$ cat src/rtl/hlfr_pkg.sv
// ----------------------------------------------------------------------------
// hlfr_pkg: shared types and constants for the header/length frame receiver
// Holds the transfer payload structs, the item and register codes, and the
// register reset values.
// ----------------------------------------------------------------------------
`default_nettype none

package hlfr_pkg;

  // Default size of the external frame buffer in bytes.
  localparam int unsigned BufferDepthDefault = 512;

  // Field and state widths.
  localparam int unsigned ByteW   = 8;
  localparam int unsigned IndexW  = 10;
  localparam int unsigned FillW   = 11;
  localparam int unsigned TotalW  = 9;
  localparam int unsigned TicksW  = 16;
  localparam int unsigned CfgIdxW = 3;
  localparam int unsigned CfgW    = 16;

  // Register reset values.
  localparam logic [ByteW-1:0]  HeaderReset   = 8'd0;
  localparam logic [ByteW-1:0]  MinLenReset   = 8'd1;
  localparam logic [ByteW-1:0]  MaxLenReset   = 8'd255;
  localparam logic [ByteW-1:0]  OverheadReset = 8'd6;
  localparam logic [TicksW-1:0] TimeoutReset  = 16'd100;

  // Kind of input item.
  typedef enum logic [1:0] {
    OP_BYTE     = 2'd0,
    OP_TICK     = 2'd1,
    OP_RELEASE  = 2'd2,
    OP_LINE_ERR = 2'd3
  } hlfr_op_e;

  // Configuration register indexes.
  typedef enum logic [CfgIdxW-1:0] {
    CFG_HEADER   = 3'd0,
    CFG_MIN_LEN  = 3'd1,
    CFG_MAX_LEN  = 3'd2,
    CFG_OVERHEAD = 3'd3,
    CFG_TIMEOUT  = 3'd4
  } hlfr_cfg_e;

  typedef struct packed {
    hlfr_op_e         op;
    logic [ByteW-1:0] data_byte;
  } hlfr_in_t;

  typedef struct packed {
    logic              byte_valid;
    logic [ByteW-1:0]  byte_value;
    logic [IndexW-1:0] byte_index;
    logic              frame_done;
    logic [FillW-1:0]  frame_length;
    logic              nack;
  } hlfr_out_t;

endpackage

`default_nettype wire

$ cat src/rtl/header_length_frame_receiver.sv
// A result is registered and is valid in the cycle after its input transfer.
// Throughput: one item per cycle; the framing state updates in a single pass.
// The input stalls only while a finished result waits and the output stalls.
// Reset (rst_ni low, asynchronous) returns to the header search with no frame
// held and loads the register defaults; no clearing pass is needed.
// ----------------------------------------------------------------------------
// header_length_frame_receiver: header/length command framer with timeout
// Frames a received byte stream by header byte and length byte, reports each
// stored byte with its position, holds a completed frame until released, and
// raises a NACK on bad length, overflow, line error or inter-byte timeout.
// ----------------------------------------------------------------------------
`default_nettype none

module header_length_frame_receiver #(
  parameter int unsigned BufferDepth = hlfr_pkg::BufferDepthDefault
) (
  input  logic                          clk_i,
  input  logic                          rst_ni,
  input  logic                          cfg_we_i,
  input  logic [hlfr_pkg::CfgIdxW-1:0]  cfg_idx_i,
  input  logic [hlfr_pkg::CfgW-1:0]     cfg_data_i,
  input  logic                          in_valid_i,
  output logic                          in_stall_o,
  input  hlfr_pkg::hlfr_in_t            in_data_i,
  output logic                          out_valid_o,
  input  logic                          out_stall_i,
  output hlfr_pkg::hlfr_out_t           out_data_o
);
  import hlfr_pkg::*;

  logic      in_accept;
  hlfr_out_t result;

  // Framing state and decision logic.
  hlfr_core #(
    .BufferDepth (BufferDepth)
  ) u_core (
    .clk_i       (clk_i),
    .rst_ni      (rst_ni),
    .cfg_we_i    (cfg_we_i),
    .cfg_idx_i   (cfg_idx_i),
    .cfg_data_i  (cfg_data_i),
    .in_accept_i (in_accept),
    .in_data_i   (in_data_i),
    .result_o    (result)
  );

  // Result register between the two sides.
  hlfr_out_reg u_out_reg (
    .clk_i       (clk_i),
    .rst_ni      (rst_ni),
    .in_valid_i  (in_valid_i),
    .in_stall_o  (in_stall_o),
    .in_accept_o (in_accept),
    .result_i    (result),
    .out_valid_o (out_valid_o),
    .out_stall_i (out_stall_i),
    .out_data_o  (out_data_o)
  );

endmodule

`default_nettype wire

$ cat src/rtl/hlfr_core.sv
// ----------------------------------------------------------------------------
// hlfr_core: framing state and per-item decision logic
// Holds the configuration registers and the framing state, and computes the
// result of each input item in one pass of compare-and-count logic.
// ----------------------------------------------------------------------------
`default_nettype none

module hlfr_core #(
  parameter int unsigned BufferDepth = hlfr_pkg::BufferDepthDefault
) (
  input  logic                              clk_i,
  input  logic                              rst_ni,
  input  logic                              cfg_we_i,
  input  logic [hlfr_pkg::CfgIdxW-1:0]      cfg_idx_i,
  input  logic [hlfr_pkg::CfgW-1:0]         cfg_data_i,
  input  logic                              in_accept_i,
  input  hlfr_pkg::hlfr_in_t                in_data_i,
  output hlfr_pkg::hlfr_out_t               result_o
);
  import hlfr_pkg::*;

  typedef enum logic [1:0] {
    PH_HEADER  = 2'd0,
    PH_LENGTH  = 2'd1,
    PH_COLLECT = 2'd2
  } phase_e;

  logic [ByteW-1:0]  header_q, min_len_q, max_len_q, overhead_q;
  logic [TicksW-1:0] timeout_q;

  phase_e            phase_q, phase_d;
  logic [FillW-1:0]  fill_q, fill_d;
  logic [TotalW-1:0] total_q, total_d;
  logic [TicksW-1:0] idle_q, idle_d;
  logic              held_q, held_d;

  logic [FillW-1:0]  fill_next;
  logic [TicksW-1:0] idle_inc;
  logic              restart;
  hlfr_out_t         res;

  // Configuration registers; the user must write only while idle (unchecked).
  always_ff @(posedge clk_i or negedge rst_ni) begin
    if (!rst_ni) begin
      header_q   <= HeaderReset;
      min_len_q  <= MinLenReset;
      max_len_q  <= MaxLenReset;
      overhead_q <= OverheadReset;
      timeout_q  <= TimeoutReset;
    end else if (cfg_we_i) begin
      case (cfg_idx_i)
        CFG_HEADER:   header_q   <= cfg_data_i[ByteW-1:0];
        CFG_MIN_LEN:  min_len_q  <= cfg_data_i[ByteW-1:0];
        CFG_MAX_LEN:  max_len_q  <= cfg_data_i[ByteW-1:0];
        CFG_OVERHEAD: overhead_q <= cfg_data_i[ByteW-1:0];
        CFG_TIMEOUT:  timeout_q  <= cfg_data_i[TicksW-1:0];
        default: ;
      endcase
    end
  end

  assign fill_next = fill_q + FillW'(1);
  assign idle_inc  = (idle_q == '1) ? idle_q : idle_q + TicksW'(1);

  // Decide the result of one item and the next framing state.
  always_comb begin
    phase_d = phase_q;
    fill_d  = fill_q;
    total_d = total_q;
    idle_d  = idle_q;
    held_d  = held_q;
    restart = 1'b0;
    res     = '0;

    case (in_data_i.op)
      OP_BYTE: begin
        if (!held_q) begin
          idle_d = '0;
          case (phase_q)
            PH_HEADER: begin
              if (in_data_i.data_byte == header_q) begin
                res.byte_valid = 1'b1;
                res.byte_value = in_data_i.data_byte;
                res.byte_index = '0;
                fill_d         = FillW'(1);
                phase_d        = PH_LENGTH;
              end
            end
            PH_LENGTH: begin
              if (in_data_i.data_byte < min_len_q || in_data_i.data_byte > max_len_q) begin
                res.nack = 1'b1;
                restart  = 1'b1;
              end else begin
                res.byte_valid = 1'b1;
                res.byte_value = in_data_i.data_byte;
                res.byte_index = IndexW'(1);
                fill_d         = FillW'(2);
                total_d        = {1'b0, in_data_i.data_byte} + {1'b0, overhead_q};
                phase_d        = PH_COLLECT;
              end
            end
            PH_COLLECT: begin
              if (fill_q >= FillW'(BufferDepth)) begin
                res.nack = 1'b1;
                restart  = 1'b1;
              end else if (fill_next > FillW'(total_q)) begin
                // The frame is already complete or the total was too short.
                res.nack = 1'b1;
                restart  = 1'b1;
              end else begin
                res.byte_valid = 1'b1;
                res.byte_value = in_data_i.data_byte;
                res.byte_index = fill_q[IndexW-1:0];
                fill_d         = fill_next;
                if (fill_next == FillW'(total_q)) begin
                  res.frame_done   = 1'b1;
                  res.frame_length = fill_next;
                  held_d           = 1'b1;
                end
              end
            end
            default: begin
              res.nack = 1'b1;
              restart  = 1'b1;
            end
          endcase
        end
      end
      OP_TICK: begin
        if (!held_q && phase_q != PH_HEADER) begin
          idle_d = idle_inc;
          if (idle_inc > timeout_q) begin
            res.nack = 1'b1;
            restart  = 1'b1;
          end
        end
      end
      OP_RELEASE: begin
        if (held_q) begin
          held_d  = 1'b0;
          restart = 1'b1;
        end
      end
      OP_LINE_ERR: begin
        if (!held_q) begin
          res.nack = 1'b1;
          restart  = 1'b1;
        end
      end
      default: ;
    endcase

    // Return to the header search.
    if (restart) begin
      phase_d = PH_HEADER;
      fill_d  = '0;
      total_d = '0;
      idle_d  = '0;
    end
  end

  assign result_o = res;

  // Framing state advances once per accepted transfer.
  always_ff @(posedge clk_i or negedge rst_ni) begin
    if (!rst_ni) begin
      phase_q <= PH_HEADER;
      fill_q  <= '0;
      total_q <= '0;
      idle_q  <= '0;
      held_q  <= 1'b0;
    end else if (in_accept_i) begin
      phase_q <= phase_d;
      fill_q  <= fill_d;
      total_q <= total_d;
      idle_q  <= idle_d;
      held_q  <= held_d;
    end
  end

`ifndef SYNTHESIS
  // A rejected byte is never also taken into the frame.
  assert property (@(posedge clk_i) disable iff (!rst_ni)
    in_accept_i |-> !(res.byte_valid && res.nack))
    else $error("hlfr_core: byte accepted and rejected at once");

  // Completing a frame leaves it held for the next item.
  assert property (@(posedge clk_i) disable iff (!rst_ni)
    in_accept_i && res.frame_done |=> held_q)
    else $error("hlfr_core: completed frame not held");

  // While a frame is held, everything but a release gives an empty result.
  assert property (@(posedge clk_i) disable iff (!rst_ni)
    in_accept_i && held_q && in_data_i.op != OP_RELEASE |-> res == '0)
    else $error("hlfr_core: activity while a frame is held");

  // The header search never carries a fill count or an idle count.
  assert property (@(posedge clk_i) disable iff (!rst_ni)
    phase_q == PH_HEADER |-> fill_q == '0 && idle_q == '0)
    else $error("hlfr_core: stale count during header search");
`endif

endmodule

`default_nettype wire

$ cat src/rtl/hlfr_out_reg.sv
// ----------------------------------------------------------------------------
// hlfr_out_reg: result register of the frame receiver
// Holds one result until the downstream side takes it, and stalls the input
// side only while a held result is stalled.
// ----------------------------------------------------------------------------
`default_nettype none

module hlfr_out_reg (
  input  logic                 clk_i,
  input  logic                 rst_ni,
  input  logic                 in_valid_i,
  output logic                 in_stall_o,
  output logic                 in_accept_o,
  input  hlfr_pkg::hlfr_out_t  result_i,
  output logic                 out_valid_o,
  input  logic                 out_stall_i,
  output hlfr_pkg::hlfr_out_t  out_data_o
);
  import hlfr_pkg::*;

  logic      valid_q;
  hlfr_out_t data_q;

  // The register can load whenever it is empty or being drained this cycle.
  assign in_stall_o  = valid_q && out_stall_i;
  assign in_accept_o = in_valid_i && !in_stall_o;

  always_ff @(posedge clk_i or negedge rst_ni) begin
    if (!rst_ni) begin
      valid_q <= 1'b0;
    end else if (in_accept_o) begin
      valid_q <= 1'b1;
    end else if (!out_stall_i) begin
      valid_q <= 1'b0;
    end
  end

  // Payload needs no reset.
  always_ff @(posedge clk_i) begin
    if (in_accept_o) begin
      data_q <= result_i;
    end
  end

  assign out_valid_o = valid_q;
  assign out_data_o  = data_q;

endmodule

`default_nettype wire

$ cat config.mk
export PLATFORM = sky130hd
export DESIGN_NAME = header_length_frame_receiver
export DESIGN_NICKNAME = d
export VERILOG_FILES = /design/src/rtl/hlfr_pkg.sv /design/src/rtl/header_length_frame_receiver.sv /design/src/rtl/hlfr_core.sv /design/src/rtl/hlfr_out_reg.sv
export SDC_FILE = /design/constraint.sdc
export NUM_CORES = 1
export LEC_CHECK = 0
export BUFFER_PORTS_ARGS = -buffer_cell sky130_fd_sc_hd__buf_2
export CAP_MARGIN = 10
export CORE_MARGIN = 4
export CORE_UTILIZATION = 30
export DETAILED_ROUTE_END_ITERATION = 6
export PLACE_DENSITY = 0.48
export REMOVE_ABC_BUFFERS = 1
export SLEW_MARGIN = 15
export SYNTH_ARGS = -nofsm -noshare
export SYNTH_HDL_FRONTEND = slang
export SYNTH_SLANG_ARGS = --single-unit
$ cat constraint.sdc
create_clock -name clk_i -period 4.93 [get_ports clk_i]
set_input_delay 0.7395 -clock clk_i [delete_from_list [all_inputs] [get_ports clk_i]]
set_output_delay 0.7395 -clock clk_i [all_outputs]
set_load 0.02 [all_outputs]
Word-level counts from Yosys, hierarchy flattened
Index checks and enable logic that the tools add are counted.
{ "totals": {"inputBits": 34, "ff_bits": 120} }
{ "classes": {"n_bitwise": 3, "eq_ne": 21, "muxes": 50, "n_addsub": 3, "reduce_logical": 29, "order_cmp": 5} }
{ "ops": {"columns": ["cell", "count"], "rows": [
  ["11-bit 2-to-1 mux", 7],
  ["16-bit 2-to-1 mux", 4],
  ["31-bit 2-to-1 mux", 2],
  ["19-bit one-hot mux with 3 select lines", 1],
  ["9-bit 2-to-1 mux", 5],
  ["19-bit 2-to-1 mux", 2],
  ["11-bit one-hot mux with 3 select lines", 1],
  ["16-bit one-hot mux with 2 select lines", 1],
  ["16-bit by 1-bit adder with 16-bit output (second input constant)", 1],
  ["16-bit equality test (second input constant)", 1],
  ["16-bit greater-than comparator", 1],
  ["1-bit 2-to-1 mux", 16],
  ["12-bit 2-to-1 mux", 1],
  ["2-bit AND reduction", 6],
  ["11-bit by 1-bit adder with 11-bit output (second input constant)", 1],
  ["11-bit by 9-bit equality test with 1-bit output", 1],
  ["11-bit by 10-bit >= comparator with 1-bit output (second input constant)", 1],
  ["11-bit by 9-bit greater-than comparator with 1-bit output", 1],
  ["2-bit 2-to-1 mux", 5],
  ["8-bit by 8-bit adder with 9-bit output", 1],
  ["3-bit by 2-bit inequality test with 1-bit output (second input constant)", 3],
  ["8-bit equality test", 1],
  ["8-bit greater-than comparator", 1],
  ["8-bit < comparator", 1],
  ["29 further kinds", 46]
]} }

Logic depth before layout (Yosys ltp)
{ "logic_depth": {"word_depth": 9, "depth_mapped": 19} }

Modules after synthesis
From an unflattened synthesis, not the netlist that was laid out.
{ "hier_totals": {"hier_cells": 653, "hier_area_um2": 6691.4} }
{ "by_module_without_submodules": {"columns": ["module", "area_per_inst_um2", "instances", "cells_each"], "rows": [
  ["hlfr_core", 5680.4, 1, 617],
  ["hlfr_out_reg", 1011.0, 1, 36]
]} }

Worst setup path before layout
No wires, ideal clock.
{ "synth_path": {"path_kind": "register to register", "startpoint": "reg u_core.idle_q[6]", "endpoint": "reg u_core.fill_q[5]", "slack_ns": 0.841, "synth_period_minus_slack_ns": 4.089, "arrival_ns": 3.968, "stages_incl_launch_ff": 19, "path_buffers": 2, "setup_time_ns": 0.120, "cell_sequence": "dfrtp_1 > clkbuf_1 > nand4_1 > nor2_1 > and4_1 > nand4_1 > nand3_1 > nor2_1 > xor2_1 > ha_1 > a211o_1 > a21oi_1 > a31oi_1 > o311a_1 > nand2b_1 > o221ai_2 > buf_2 > nor2_1 > a41o_1"} }
{ "synth_between": {"elab_chain_cells": 8, "word_cells_on_any_way": 16, "classes_between": "add/sub: 1; order compare: 1; eq/ne: 6; mux: 5; reduce/logical: 3"} }
{ "synth_rtl": {"columns": ["element", "line_no", "rtl"], "rows": [
  ["from (decl)", "hlfr_core.sv:34", "logic [TicksW-1:0] idle_q, idle_d;"],
  ["from (signal assigned)", "hlfr_core.sv:176", "idle_q <= idle_d;"],
  ["16-bit by 1-bit adder with 16-bit output / 16-bit equality test (equally long branches)", "hlfr_core.sv:63", "assign idle_inc = (idle_q == '1) ? idle_q : idle_q + TicksW'(1);"],
  ["16-bit 2-to-1 mux (*)", "hlfr_core.sv:63", null],
  ["16-bit greater-than comparator (*)", "hlfr_core.sv:132", "if (idle_inc > timeout_q) begin"],
  ["1-bit 2-to-1 mux (*)", "hlfr_core.sv:132", null],
  ["1-bit 2-to-1 mux (*)", "hlfr_core.sv:130", "if (!held_q && phase_q != PH_HEADER) begin"],
  ["1-bit one-hot mux with 4 select lines (*)", "hlfr_core.sv:75", "case (in_data_i.op)"],
  ["3-bit by 2-bit inequality test with 1-bit output (no source line), or another cell as far along", null, null],
  ["8-bit AND reduction (no source line)", null, null],
  ["to (signal assigned)", "hlfr_core.sv:174", "fill_q <= fill_d;"],
  ["to (decl)", "hlfr_core.sv:32", "logic [FillW-1:0] fill_q, fill_d;"]
]} }
Mark *: on every way between the ends. The rest lies on a longest branch, timed or not.
A chain may end at the register's enable or synchronous reset.

Worst setup path in the final report
{ "layout_path": {"startpoint": "reg u_core.idle_q[0]", "endpoint": "reg u_core.total_q[2]"} }
{ "layout_between": {"elab_chain_cells": 8, "word_cells_on_any_way": 13, "classes_between": "add/sub: 1; order compare: 1; eq/ne: 3; mux: 5; reduce/logical: 3"} }
{ "layout_rtl": {"columns": ["element", "line_no", "rtl"], "rows": [
  ["16-bit by 1-bit adder with 16-bit output / 16-bit equality test (equally long branches)", "hlfr_core.sv:63", null],
  ["16-bit 2-to-1 mux (*)", "hlfr_core.sv:63", null],
  ["16-bit greater-than comparator (*)", "hlfr_core.sv:132", null],
  ["1-bit 2-to-1 mux (*)", "hlfr_core.sv:132", null],
  ["1-bit 2-to-1 mux (*)", "hlfr_core.sv:130", null],
  ["1-bit one-hot mux with 4 select lines (*)", "hlfr_core.sv:75", null],
  ["2-bit inequality test (no source line), or another cell as far along", null, null],
  ["5-bit AND reduction (no source line)", null, null],
  ["to (signal assigned)", "hlfr_core.sv:175", "total_q <= total_d;"],
  ["to (decl)", "hlfr_core.sv:33", "logic [TotalW-1:0] total_q, total_d;"]
]} }
Marked as above.

==> impl_metrics.py <==
metrics = {
    "place": {
        "gp_congestion": 0.841,
        "dpl_cell_area_mm2": 0.00739,
        "placed_cells": 991,
        "dpl.hpwl_um": 12100,
        "port_buffers": 67,
    },
    "flow_run": {
        "max_cap_violations": 0,
    },
    "clocking": {
        "cts_tree": "built",
        "clock_tree.buffer_depth": 2,
        "clkLatencyLatePin_ps": 420,
        "cts_repair_resize_count": 0,
        "clock_sinks": 120,
        "numCtsBuffers": 17,
        "cts_hold_buf": 0,
        "htree_levels": 4,
        "post_cts_buffers": 0,
        "cts.clk_slew.worst_paths_ps": 60,
        "cts-root-buf": "clkbuf_16",
    },
    "die": {
        "dieArea_mm2": 0.0249,
        "ios": 68,
        "num_rows": 54,
        "initial_core_util_pct": 30.7,
        "die_height_um": 158,
        "die_x_um": 158,
        "core_mm2": 0.0220,
    },
    "critical_path": {
        "start_kind": "flip-flop",
        "worst_ep_required_time_ps": 5210,
        "path_max_fanout": 10,
        "r2r-end": "u_core.total_q[2]",
        "crit_type": "reg2reg",
        "r2r_cells": 16,
        "crit_arrival_ps": 4710,
        "r2r_slack_ps": 510,
        "endpoint_kind": "flip-flop",
        "crit_path_start": "u_core.idle_q[0]",
        "timing.rr.start": "u_core.idle_q[0]",
    },
    "sta": {
        "setup_viol": 0,
        "fin_crit_sh_pct": 89.7,
        "grt_setup_unrepaired": "no",
        "relSlewSlack_pct": 35.4,
        "tns_ps": 0,
        "period_needed_ps": 4420,
        "whs_ps": 286,
        "final-hold-violation-count": 0,
        "max_freq_mhz": 226,
        "tightest_slew_ps": 964,
        "finClkSkew_ps": 7.91,
        "report.final.slew_viol_count": 0,
    },
    "routing": {
        "wl_per_cell_um": 15.7,
        "ant_nets": 0,
        "drtPass1Iterations": 4,
        "routed_wl_um": 16100,
        "vias": 4946,
        "drcViolationCount": 0,
        "drtIter0Drc": 300,
        "via_per_inst": 4.83,
    },
    "status": {
        "status": "complete, no violations",
    },
    "final_layout": {
        "syn_to_final_growth_pct": 18.4,
        "nNetsFinal": 819,
        "final_cells": 1023,
        "diodes": 0,
        "final_cell_mix": "dfrtp_1, nand2_1, buf_2",
        "final_common_cell": "dfrtp_1",
        "finish.instance_area_mm2": 0.00798,
        "drive_gt1_share_pct": 21.3,
    },
    "yosys": {
        "ys_seq_area_share_pct": 47.2,
        "netlist_instances": 658,
        "synth_edf_count": 32,
        "yosysWarnings": 0,
        "ys_ff_latch": 120,
        "post_synth_num_cell_types": 61,
        "netlist_area_mm2": 0.00674,
        "ys_async_sr_fraction_pct": 73.3,
        "ys.flop_type": "dfrtp_1",
        "syn_area_per_cell_um2": 10.2,
    },
    "power": {
        "power.total_w": 0.00324,
        "p_per_area_mw_per_mm2": 407,
        "peakVddDrop_mv": 0.234,
        "leakagePower_nw": 3.61,
    },
    "global_route": {
        "grt_pass1_wl_um": 26200,
        "antenna_found_initial": 0,
        "grt_pass1_vias": 5064,
        "grt_usage_pct": 13.4,
        "grt_overflow_total": 0,
        "grt_max_degree": 53,
    },
    "min_path": {
        "hold_class": "in2async",
    },
}
## layer usage
| layer | GRT usage (%) | routed length, µm | vias to the layer above |
|---|---|---|---|
| li1 | - | - | 2467 |
| met3 | 2.84 | 589 | 21 |
| met2 | 21.7 | 7460 | 88 |
| met5 | 0 | 0 | - |
| met4 | 5.24 | 297 | 0 |
| met1 | 17.6 | 7740 | 2370 |
## state kept, by name, indices dropped and copies added, names as in the netlist
name,flops
u_core.timeout_q,16
u_out_reg.out_valid_o,1
u_core.overhead_q,8
u_core.max_len_q,8
u_core.held_q,1
u_core.fill_q,11
u_core.min_len_q,8
u_core.phase_q,2
u_out_reg.out_data_o,32
u_core.total_q,9
u_core.header_q,8
u_core.idle_q,16
## power breakdown
part           internal, W  switching [W]  total, W
Sequential         0.00118      0.0000862   0.00127
Clock             0.000759       0.000468   0.00123
Combinational     0.000306       0.000442  0.000748
Total              0.00225       0.000996   0.00324
## worst max path at each step
stage | end | slack [ps] | cells after the start
6_report | u_core.total_q[2] | 510 | 16
4_1_cts | u_core.total_q[2] | 490 | 16
3_5_place_dp | u_core.total_q[2] | 530 | 16
2_1_floorplan | u_core.fill_q[3] | 850 | 16
3_3_place_gp | u_core.total_q[2] | 660 | 16
5_1_grt | u_core.total_q[2] | 70 | 16
## final cells by class
class                           instances  area, µm²
Fill cell                            2191      14000
Sequential cell                       120       3180
Timing Repair Buffer                   74        390
Clock inverter                         14        148
Multi-Input combinational cell        458       3250
Tap cell                              280        350
Clock buffer                           18        439
Inverter                               59        221
## through the flow
step | setup WS [ps] | util [%]
after CTS | 486 | 36.3
after global routing | 67.5 | 36.3
after global placement | 665 | 33.6
final | 509 | 36.3
after floorplan | 847 | -
after detailed placement | 525 | 33.6
## cells in the mapped netlist (all sizes together) (4+ instances only)
cell	instances	area (µm²)
dfrtp	74	1850
nand2	67	251
inv	59	221
o21ai	59	329
ha	54	676
edfxtp	32	961
a21oi	28	140
nor2	25	93.8
xnor2	23	201
clkbuf	19	71.3
mux2	19	214
nand3	19	100
and2	17	106
nand4	17	106
dfstp	14	368
a22o	12	105
and3	12	75.1
nor3	10	55.1
nor2b	9	56.3
xor2	9	78.8
nand2b	7	43.8
o31ai	7	52.6
a21o	6	45.0
a32o	6	60.1
buf	4	32.5
o41ai	4	35.0
or2	4	25.0
## cell families after synthesis
| family | share of synthesized area (%) |
|---|---|
| AOI/OAI and AO/OA | 14.4 |
| xor gates and xnor gates | 4.16 |
| other | 0.0556 |
| buffers and inverters | 4.83 |
| DFF | 47.2 |
| and+or+nand+nor | 15.5 |
| muxes | 3.47 |
| adders and majority gates | 10.3 |
## critical path, cell delays in order (launching register included)
cell and delay, ps:
dfrtp_1 430, ha_1 260, and3_1 230, and4_1 230, nand4_1 150, nand3_1 170
nor2_1 160, xor2_1 210, ha_1 290, a211o_1 300, a21oi_1 130, a31oi_1 100
o311a_1 410, a21oi_1 290, a21o_1 340, or3b_1 480, o21ai_2 120
No activity file was read; power rests on OpenSTA's default activity.
